$ cat config.mk
export PLATFORM = sky130hd
export DESIGN_NAME = ordered_list_engine
export DESIGN_NICKNAME = d
export VERILOG_FILES = /design/src/rtl/ole_pkg.sv /design/src/rtl/ole_ram.sv /design/src/rtl/ordered_list_engine.sv
export VERILOG_INCLUDE_DIRS = /design/src /design/src/rtl
export SDC_FILE = /design/constraint.sdc
export NUM_CORES = 1
export LEC_CHECK = 0
export ABC_CLOCK_PERIOD_IN_PS = 7700
export BUFFER_PORTS_ARGS = -buffer_cell sky130_fd_sc_hd__buf_2
export CAP_MARGIN = 20
export CORE_MARGIN = 3
export CORE_UTILIZATION = 40
export CTS_CLUSTER_SIZE = 40
export DETAILED_ROUTE_END_ITERATION = 7
export GPL_TIMING_DRIVEN = 0
export PLACE_DENSITY = 0.65
export SLEW_MARGIN = 20
export SYNTH_ARGS = -nofsm -noshare
export SYNTH_HDL_FRONTEND = slang
export SYNTH_SLANG_ARGS = --single-unit
$ cat constraint.sdc
create_clock -name clk -period 7.7 [get_ports clk]
set_input_delay 2.31 -clock clk [delete_from_list [all_inputs] [get_ports clk]]
set_output_delay 2.31 -clock clk [all_outputs]
set_load 0.05 [all_outputs]
$ cat src/rtl/ordered_list_engine_defines.svh
// Assertion macros shared by the ordered list engine RTL.
// Depends on nothing; included by files that carry assertions.
`ifndef ORDERED_LIST_ENGINE_DEFINES_SVH
`define ORDERED_LIST_ENGINE_DEFINES_SVH

// Implication checked on every clock edge outside of reset.
`define OLE_ASSERT_IMP(lbl, clk_s, rst_s, ante, cons, msg) \
  lbl: assert property (@(posedge clk_s) disable iff (!rst_s) (ante) |-> (cons)) \
    else $error(msg);

// Implication whose consequent is checked on the clock edge after the antecedent.
`define OLE_ASSERT_NXT(lbl, clk_s, rst_s, ante, cons, msg) \
  lbl: assert property (@(posedge clk_s) disable iff (!rst_s) (ante) |=> (cons)) \
    else $error(msg);

`endif

$ cat src/rtl/ole_pkg.sv
// Package for the ordered list engine: operation codes, payload structs.
// Depends on nothing.
package ole_pkg;

  localparam int CAPACITY_DEF    = 16;
  localparam int VALUE_WIDTH_DEF = 32;
  localparam int POS_W           = 8;
  localparam int ITEM_W          = 32;
  localparam int CNT_W           = 5;

  typedef enum logic [1:0] {
    OP_APPEND = 2'd0,
    OP_INSERT = 2'd1,
    OP_REMOVE = 2'd2,
    OP_GET    = 2'd3
  } op_t;

  typedef struct packed {
    op_t               op;
    logic [POS_W-1:0]  position;
    logic [ITEM_W-1:0] item_value;
  } in_item_t;

  typedef struct packed {
    logic [ITEM_W-1:0] read_value;
    logic              hit;
    logic              accepted;
    logic [CNT_W-1:0]  entry_count;
  } out_item_t;

endpackage

$ cat src/rtl/ole_ram.sv
// Generic single-port-write, one-read RAM with registered read data.
// Depends on nothing.
module ole_ram #(
  parameter int WIDTH = 32,
  parameter int DEPTH = 16
) (
  input  logic                     clk,
  input  logic                     we,
  input  logic [$clog2(DEPTH)-1:0] waddr,
  input  logic [WIDTH-1:0]         wdata,
  input  logic [$clog2(DEPTH)-1:0] raddr,
  output logic [WIDTH-1:0]         rdata
);

  logic [WIDTH-1:0] mem [DEPTH];

  // Write and registered read.
  always_ff @(posedge clk) begin
    if (we) begin
      mem[waddr] <= wdata;
    end
    rdata <= mem[raddr];
  end

endmodule

$ cat src/rtl/ordered_list_engine.sv
// Top level of the ordered list engine: sequencer around one list RAM.
// Depends on ole_pkg, ole_ram and ordered_list_engine_defines.svh.
//
//  Channel  Ports                       Handshake
//  input    in_item                     start high while busy low
//  result   out_item                    out_valid strobe, one cycle
//
// Append, insert at the tail, full list, empty remove, get out of range: straight
// from decide to done. Get in range: one read in the scan state. Insert inside:
// shift entries up from the tail, then write the gap. Remove: scan from the head,
// and on a hit shift each later entry down; a shift needs a read and a write.
// Busy falls in the cycle after the result, so the next start is taken then.
// Reset clears the count; list contents are undefined until written.
// The receiver cannot stall: the result stands for one cycle only.
`include "ordered_list_engine_defines.svh"

module ordered_list_engine
  import ole_pkg::*;
#(
  parameter int CAPACITY    = CAPACITY_DEF,
  parameter int VALUE_WIDTH = VALUE_WIDTH_DEF
) (
  input  logic      clk,
  input  logic      rst_n,
  input  logic      start,
  output logic      busy,
  input  in_item_t  in_item,
  output logic      out_valid,
  output out_item_t out_item
);

  localparam int AW = $clog2(CAPACITY);
  localparam int CW = $clog2(CAPACITY + 1);

  typedef enum logic [6:0] {
    ST_IDLE   = 7'b0000001,
    ST_DECIDE = 7'b0000010,
    ST_SCAN   = 7'b0000100,
    ST_SHRD   = 7'b0001000,
    ST_SHWR   = 7'b0010000,
    ST_PUT    = 7'b0100000,
    ST_DONE   = 7'b1000000
  } state_t;

  state_t                 state_r, state_nxt;
  op_t                    op_r, op_nxt;
  logic [POS_W-1:0]       pos_r, pos_nxt;
  logic [VALUE_WIDTH-1:0] val_r, val_nxt;
  logic [CW-1:0]          cnt_r, cnt_nxt;
  logic [CW-1:0]          idx_r, idx_nxt;
  logic                   hit_r, hit_nxt;
  logic                   acc_r, acc_nxt;
  logic [VALUE_WIDTH-1:0] rdv_r, rdv_nxt;
  logic                   pos_in_range;

  logic                   we;
  logic [AW-1:0]          waddr, raddr;
  logic [VALUE_WIDTH-1:0] wdata, rdata;

  ole_ram #(.WIDTH(VALUE_WIDTH), .DEPTH(CAPACITY)) u_ram (
    .clk   (clk),
    .we    (we),
    .waddr (waddr),
    .wdata (wdata),
    .raddr (raddr),
    .rdata (rdata)
  );

  // The position names a stored entry.
  assign pos_in_range = (32'(pos_r) < 32'(cnt_r));

  // Sequencer: scans, shifts and writes one entry at a time. No read data that it
  // uses comes from an entry written in the same cycle, so the RAM needs no forwarding.
  always_comb begin
    state_nxt = state_r;
    op_nxt    = op_r;
    pos_nxt   = pos_r;
    val_nxt   = val_r;
    cnt_nxt   = cnt_r;
    idx_nxt   = idx_r;
    hit_nxt   = hit_r;
    acc_nxt   = acc_r;
    rdv_nxt   = rdv_r;
    we        = 1'b0;
    waddr     = AW'(idx_r);
    wdata     = val_r;
    raddr     = AW'(idx_r);
    case (state_r)
      ST_IDLE: begin
        if (start) begin
          op_nxt    = in_item.op;
          pos_nxt   = in_item.position;
          val_nxt   = VALUE_WIDTH'(in_item.item_value);
          hit_nxt   = 1'b0;
          acc_nxt   = 1'b0;
          rdv_nxt   = '0;
          idx_nxt   = '0;
          state_nxt = ST_DECIDE;
        end
      end
      ST_DECIDE: begin
        // Decide the first step of the operation.
        state_nxt = ST_DONE;
        case (op_r)
          OP_APPEND, OP_INSERT: begin
            if (cnt_r < CW'(CAPACITY)) begin
              acc_nxt = 1'b1;
              if (op_r == OP_INSERT && pos_in_range) begin
                // Shift from the tail down to the insert position.
                idx_nxt   = cnt_r;
                state_nxt = ST_SHRD;
              end else begin
                we      = 1'b1;
                waddr   = AW'(cnt_r);
                cnt_nxt = cnt_r + 1'b1;
              end
            end
          end
          OP_REMOVE: begin
            if (cnt_r != '0) begin
              raddr     = '0;
              idx_nxt   = '0;
              state_nxt = ST_SCAN;
            end
          end
          OP_GET: begin
            if (pos_in_range) begin
              raddr     = AW'(pos_r);
              state_nxt = ST_SCAN;
            end
          end
          default: state_nxt = ST_DONE;
        endcase
      end
      ST_SCAN: begin
        // RAM data for the entry read last cycle is valid here.
        if (op_r == OP_GET) begin
          hit_nxt   = 1'b1;
          rdv_nxt   = rdata;
          state_nxt = ST_DONE;
        end else if (rdata == val_r) begin
          hit_nxt = 1'b1;
          if (idx_r + 1'b1 < cnt_r) begin
            idx_nxt   = idx_r + 1'b1;
            state_nxt = ST_SHRD;
          end else begin
            cnt_nxt   = cnt_r - 1'b1;
            state_nxt = ST_DONE;
          end
        end else if (idx_r + 1'b1 < cnt_r) begin
          idx_nxt = idx_r + 1'b1;
          raddr   = AW'(idx_r + 1'b1);
        end else begin
          state_nxt = ST_DONE;
        end
      end
      ST_SHRD: begin
        // Read the source entry of one shift step.
        if (op_r == OP_INSERT) begin
          raddr = AW'(idx_r - 1'b1);
        end
        state_nxt = ST_SHWR;
      end
      ST_SHWR: begin
        we    = 1'b1;
        wdata = rdata;
        if (op_r == OP_INSERT) begin
          // Insert: move entry idx_r-1 up to idx_r.
          waddr = AW'(idx_r);
          if ((idx_r - 1'b1) == CW'(pos_r)) begin
            state_nxt = ST_PUT;
          end else begin
            idx_nxt   = idx_r - 1'b1;
            state_nxt = ST_SHRD;
          end
        end else begin
          // Remove: move entry idx_r down one place.
          waddr = AW'(idx_r - 1'b1);
          if (idx_r + 1'b1 < cnt_r) begin
            idx_nxt   = idx_r + 1'b1;
            state_nxt = ST_SHRD;
          end else begin
            cnt_nxt   = cnt_r - 1'b1;
            state_nxt = ST_DONE;
          end
        end
      end
      ST_PUT: begin
        // Final write of an insert into the opened gap.
        we        = 1'b1;
        waddr     = AW'(pos_r);
        wdata     = val_r;
        cnt_nxt   = cnt_r + 1'b1;
        state_nxt = ST_DONE;
      end
      ST_DONE: begin
        state_nxt = ST_IDLE;
      end
      default: state_nxt = ST_IDLE;
    endcase
  end

  // State registers.
  always_ff @(posedge clk) begin
    if (!rst_n) begin
      state_r <= ST_IDLE;
      cnt_r   <= '0;
    end else begin
      state_r <= state_nxt;
      cnt_r   <= cnt_nxt;
    end
  end

  // Operand and result registers.
  always_ff @(posedge clk) begin
    op_r  <= op_nxt;
    pos_r <= pos_nxt;
    val_r <= val_nxt;
    idx_r <= idx_nxt;
    hit_r <= hit_nxt;
    acc_r <= acc_nxt;
    rdv_r <= rdv_nxt;
  end

  // Result transaction.
  assign busy      = (state_r != ST_IDLE);
  assign out_valid = (state_r == ST_DONE);
  always_comb begin
    out_item             = '0;
    out_item.read_value  = ITEM_W'(rdv_r);
    out_item.hit         = hit_r;
    out_item.accepted    = acc_r;
    out_item.entry_count = CNT_W'(cnt_r);
  end

  `OLE_ASSERT_IMP(a_cnt_max, clk, rst_n, 1'b1, cnt_r <= CW'(CAPACITY), "count above capacity")
  `OLE_ASSERT_NXT(a_one_strobe, clk, rst_n, out_valid, !out_valid, "result held twice")
  `OLE_ASSERT_IMP(a_busy_out, clk, rst_n, out_valid, busy, "result while idle")
  `OLE_ASSERT_NXT(a_accept_busy, clk, rst_n, start && !busy, busy, "accepted but not busy")

endmodule

==> run_summary.xml <==
<?xml version="1.0" encoding="UTF-8"?>
<metrics>
  <group name="worst_setup_path">
    <metric name="cell_count_of_the_worst_reg_to_reg_path" unit="">16</metric>
    <metric name="rr_endpoint" unit="">u_ram.rdata[18]</metric>
    <metric name="timing.critical_path.required" unit="ns">8.16</metric>
    <metric name="timing.critical_path.to_type" unit="">register</metric>
    <metric name="critical_path.startpoint" unit="">idx_r[0]</metric>
    <metric name="timing.rr.start" unit="">idx_r[0]</metric>
    <metric name="crit_end" unit="">u_ram.rdata[18]</metric>
    <metric name="worstSetupPathType" unit="">reg2reg</metric>
    <metric name="worst_ep_arrival_time" unit="ns">5.97</metric>
    <metric name="crit_top_cell" unit="">sky130_fd_sc_hd__buf_2</metric>
    <metric name="max_stage_delay" unit="ns">0.73</metric>
    <metric name="timing.critical_path.buf_inv" unit="">5</metric>
    <metric name="path_delay_family" unit="">compound AO/OA/AOI/OAI gates</metric>
    <metric name="worst_setup_path_start_kind" unit="">register</metric>
    <metric name="crit_slowest_cell" unit="">sky130_fd_sc_hd__a2111oi_4</metric>
    <metric name="crit_chain" unit="">buf_2, inv_1, ha_1, ha_1, a21o_1, a31oi_1, o21a_1, buf_2, mux2i_1, nor3_1, a2111oi_4, buf_2, clkbuf_1, a2111oi_0, nor4_1, o21ai_1</metric>
    <metric name="critical_path_depth" unit="">16</metric>
    <metric name="worst-path-max-fanout" unit="">10</metric>
    <metric name="ff2ff_setup_slack" unit="ns">2.19</metric>
  </group>
  <group name="timing">
    <metric name="slew_violations" unit="">0</metric>
    <metric name="timing.slew.headroom" unit="%">24.7</metric>
    <metric name="final.period_utilization" unit="%">71.5</metric>
    <metric name="final.min_clock_period" unit="ns">5.51</metric>
    <metric name="report.final.setup_viol" unit="">0</metric>
    <metric name="fin_worst_hold_slack" unit="ns">0.626</metric>
    <metric name="max_freq" unit="GHz">0.182</metric>
    <metric name="grt_setup_unrepaired" unit="">false</metric>
    <metric name="final.setup_skew" unit="ns">0.0273</metric>
    <metric name="number_of_hold_slack_violations_in_the_final_timing_report" unit="">0</metric>
    <metric name="max_slew.worst_pin.slew" unit="ns">1.13</metric>
  </group>
  <group name="pwr">
    <metric name="vdd.ir_drop.worst" unit="mV">0.190</metric>
    <metric name="p_leak" unit="nW">10.3</metric>
    <metric name="powerDensity" unit="nW/um^2">261</metric>
    <metric name="post-layout-total-power" unit="mW">8.10</metric>
  </group>
  <group name="floorplanning">
    <metric name="fp.dieH" unit="um">264</metric>
    <metric name="floorplan.core_area" unit="um^2">66000</metric>
    <metric name="num_io_pins" unit="">86</metric>
    <metric name="row_count" unit="">94</metric>
    <metric name="die_width" unit="um">264</metric>
    <metric name="effective_utilization_at_floorplan" unit="%">40.5</metric>
    <metric name="die_area" unit="um^2">69900</metric>
  </group>
  <group name="min_path">
    <metric name="hold_wc_startpoint" unit="">u_ram.rdata[2]</metric>
    <metric name="timing.hold.worst_path_depth" unit="">1</metric>
    <metric name="min-delay-path-class" unit="">reg2reg</metric>
  </group>
  <group name="clocking">
    <metric name="tritoncts_num_sinks" unit="">637</metric>
    <metric name="cts_root_buf" unit="">sky130_fd_sc_hd__clkbuf_16</metric>
    <metric name="insertion_delay" unit="ns">0.64</metric>
    <metric name="tritoncts" unit="">built</metric>
    <metric name="cts-buffers-inserted" unit="">60</metric>
    <metric name="clk_pin_slew" unit="ns">0.06</metric>
    <metric name="htree_num_levels" unit="">2</metric>
    <metric name="cts.path.max_buffers" unit="">3</metric>
    <metric name="postCtsHoldBufs" unit="">0</metric>
    <metric name="postCtsSetupBuffers" unit="">0</metric>
    <metric name="ctsResizeCount" unit="">0</metric>
  </group>
  <group name="place">
    <metric name="io_buffers" unit="">85</metric>
    <metric name="dp_cells" unit="">2870</metric>
    <metric name="dp_hpwl" unit="um">55400</metric>
    <metric name="gp_routability_congestion" unit="">0.911</metric>
  </group>
  <group name="yosys">
    <metric name="ys_seq_area_share" unit="%">70.0</metric>
    <metric name="syn-instance-count" unit="">1886</metric>
    <metric name="ys_ff_latch" unit="">637</metric>
    <metric name="synth.yosys.warnings" unit="">0</metric>
    <metric name="postSynth.asyncResetShare" unit="%">0</metric>
    <metric name="synth.largest_area_cell" unit="">sky130_fd_sc_hd__edfxtp_1</metric>
    <metric name="syn_area_per_cell" unit="um^2">14.2</metric>
    <metric name="synth_enable_flop_cells" unit="">593</metric>
    <metric name="synth_top_area_share" unit="%">66.7</metric>
    <metric name="netlist_area" unit="um^2">26700</metric>
    <metric name="synth_top_flop_cell" unit="">sky130_fd_sc_hd__edfxtp_1</metric>
    <metric name="synthesis.nets" unit="">1945</metric>
    <metric name="synth.top_cells.by_area" unit="">sky130_fd_sc_hd__edfxtp_1, sky130_fd_sc_hd__a2111oi_0, sky130_fd_sc_hd__dfxtp_1</metric>
    <metric name="ys_types" unit="">70</metric>
  </group>
  <group name="global_routing">
    <metric name="wire_length_of_the_first_global_routing_pass" unit="um">114000</metric>
    <metric name="grt_most_used_layer" unit="">met2</metric>
    <metric name="grt_pass1_vias" unit="">17600</metric>
    <metric name="grt_antenna_before_repair" unit="">0</metric>
    <metric name="gr-usage-met1" unit="%">28.7</metric>
    <metric name="grt_max_degree" unit="">33</metric>
    <metric name="globalRouteMet2Util" unit="%">36.8</metric>
    <metric name="globalRouteOverflowTotal" unit="">0</metric>
    <metric name="globalRouteMet3Util" unit="%">3.29</metric>
    <metric name="track_usage" unit="%">21.8</metric>
  </group>
  <group name="cells_and_area">
    <metric name="finalNetCount" unit="">2128</metric>
    <metric name="n_antenna_cell" unit="">0</metric>
    <metric name="final.fill_count" unit="">5645</metric>
    <metric name="area.growth.synth_to_final" unit="%">16.1</metric>
    <metric name="fraction_of_layout_cells_with_a_size_suffix_above_1" unit="%">15.7</metric>
    <metric name="finish.cell_count_without_fillers" unit="">2985</metric>
  </group>
  <group name="routing">
    <metric name="drc_errors_left" unit="">0</metric>
    <metric name="via_to_cell_ratio" unit="">5.93</metric>
    <metric name="count_of_routing_violations_after_the_opening_detailed_route_iteration" unit="">2321</metric>
    <metric name="average_routed_wire_per_standard_cell" unit="um">25.9</metric>
    <metric name="detailedRoute.firstPassIterationCount" unit="">6</metric>
    <metric name="final_antenna_net_count" unit="">0</metric>
    <metric name="num_vias" unit="">17700</metric>
    <metric name="total_detailed_routing_wirelength" unit="um">77300</metric>
  </group>
  <group name="flow_run">
    <metric name="drv_cap" unit="">0</metric>
  </group>
  <group name="outcome">
    <metric name="status" unit="">completed</metric>
  </group>
</metrics>
[flip-flops by register name, indices dropped and copies added (netlist names)]
name,count
pos_r,8
rdv_r,32
state_r,7
u_ram.mem,512
idx_r,5
op_r,2
acc_r,1
u_ram.rdata,32
val_r,32
hit_r,1
cnt_r,5
[layout by cell type (no fill, tap or decap), types with 8 or more instances in the layout]
cell type | Yosys | routed
sky130_fd_sc_hd__edfxtp_1 | 593 | 593
sky130_fd_sc_hd__nand2_1 | 188 | 188
sky130_fd_sc_hd__nand3_1 | 133 | 133
sky130_fd_sc_hd__o21ai_0 | 130 | 129
sky130_fd_sc_hd__buf_2 | 38 | 123
sky130_fd_sc_hd__a2111oi_0 | 120 | 120
sky130_fd_sc_hd__clkbuf_1 | 95 | 106
sky130_fd_sc_hd__clkbuf_16 | 0 | 61
sky130_fd_sc_hd__mux2i_1 | 50 | 50
sky130_fd_sc_hd__xor2_1 | 46 | 46
sky130_fd_sc_hd__dfxtp_1 | 44 | 44
sky130_fd_sc_hd__nor4_1 | 39 | 39
sky130_fd_sc_hd__and3_1 | 34 | 34
sky130_fd_sc_hd__o21ai_1 | 33 | 33
sky130_fd_sc_hd__o221ai_1 | 33 | 33
sky130_fd_sc_hd__mux2_1 | 31 | 31
sky130_fd_sc_hd__a32o_1 | 30 | 30
sky130_fd_sc_hd__nor2_1 | 38 | 26
sky130_fd_sc_hd__mux2_2 | 22 | 22
sky130_fd_sc_hd__buf_4 | 2 | 17
sky130_fd_sc_hd__clkinv_2 | 0 | 14
sky130_fd_sc_hd__buf_16 | 0 | 14
sky130_fd_sc_hd__a21oi_1 | 13 | 13
sky130_fd_sc_hd__buf_6 | 11 | 13
sky130_fd_sc_hd__ha_1 | 13 | 13
sky130_fd_sc_hd__nor2_4 | 0 | 12
sky130_fd_sc_hd__clkbuf_8 | 0 | 12
sky130_fd_sc_hd__nand2b_1 | 11 | 11
sky130_fd_sc_hd__nor3_1 | 15 | 11
sky130_fd_sc_hd__xnor2_1 | 10 | 10
sky130_fd_sc_hd__inv_1 | 11 | 10
sky130_fd_sc_hd__o22ai_1 | 10 | 10
sky130_fd_sc_hd__mux2_4 | 8 | 8
[how the worst min path moves through the flow]
stage	end	slack (ns)
after CTS	rdv_r[2]	0.63
after global placement	rdv_r[2]	0.60
final	rdv_r[2]	0.63
after global routing	rdv_r[8]	0.65
after floorplan	u_ram.rdata[29]	0.57
after detailed placement	rdv_r[16]	0.61
[metrics by stage]
| stage | TNS [ns] | worst slack, ns | instance area [um^2] | utilization, % |
|---|---|---|---|---|
| floorplan | 0 | 2.28 | 26700 | - |
| global placement | -29.20 | -0.385 | 28200 | 42.8 |
| detailed placement | 0 | 2.27 | 28900 | 43.9 |
| CTS | 0 | 2.29 | 31000 | 47.0 |
| global route | 0 | 1.98 | 31000 | 47.0 |
| finish | 0 | 2.19 | 31000 | 47.0 |
[power breakdown]
group	leakage [nW]	internal, mW	total, mW	switching, mW
sequential	5.75	3.90	4.00	0.0948
clock	1.02	1.77	3.05	1.27
combinational	3.53	0.298	1.05	0.753
total	10.3	5.97	8.10	2.12
[cells by family after synthesis]
family / after synthesis / share of synthesized area, %
xor+xnor: 56 / 1.84
fa+ha+maj: 14 / 0.684
simple gates: 492 / 8.94
buf+inv: 164 / 2.82
compound gates: 412 / 11.2
mux: 111 / 4.56
flops: 637 / 70.0
[cell type report]
type                       instances  area (um^2)  area share [%]
sequential                       637        18700            60.3
multi-input combinational       1085         7400            23.8
tap                              864         1080            3.49
timing repair buffer             121         1030            3.32
clock buffer                      84         1730            5.59
clock inverter                    30          332            1.07
buffer                           153          712            2.30
inverter                          11         41.3           0.133
[synth_stat cells (15+ instances only)]
| cell | count |
|---|---|
| sky130_fd_sc_hd__a2111oi_0 | 120 |
| sky130_fd_sc_hd__a32o_1 | 30 |
| sky130_fd_sc_hd__and3_1 | 34 |
| sky130_fd_sc_hd__buf_2 | 38 |
| sky130_fd_sc_hd__clkbuf_1 | 95 |
| sky130_fd_sc_hd__dfxtp_1 | 44 |
| sky130_fd_sc_hd__edfxtp_1 | 593 |
| sky130_fd_sc_hd__mux2_1 | 31 |
| sky130_fd_sc_hd__mux2_2 | 22 |
| sky130_fd_sc_hd__mux2i_1 | 50 |
| sky130_fd_sc_hd__nand2_1 | 188 |
| sky130_fd_sc_hd__nand3_1 | 133 |
| sky130_fd_sc_hd__nor2_1 | 38 |
| sky130_fd_sc_hd__nor3_1 | 15 |
| sky130_fd_sc_hd__nor4_1 | 39 |
| sky130_fd_sc_hd__o21ai_0 | 130 |
| sky130_fd_sc_hd__o21ai_1 | 33 |
| sky130_fd_sc_hd__o221ai_1 | 33 |
| sky130_fd_sc_hd__xor2_1 | 46 |
[layer usage]
layer  vias up  part of all wire, %  wire length (um)
met3       158                  7.9              6130
met2       894                   48             37400
met1      8827                   40             30900
met4         0                  3.6              2800
met5         -                    0                 0
li1       7821                    -                 -
Note: power is estimated with default switching activity, not from simulation.
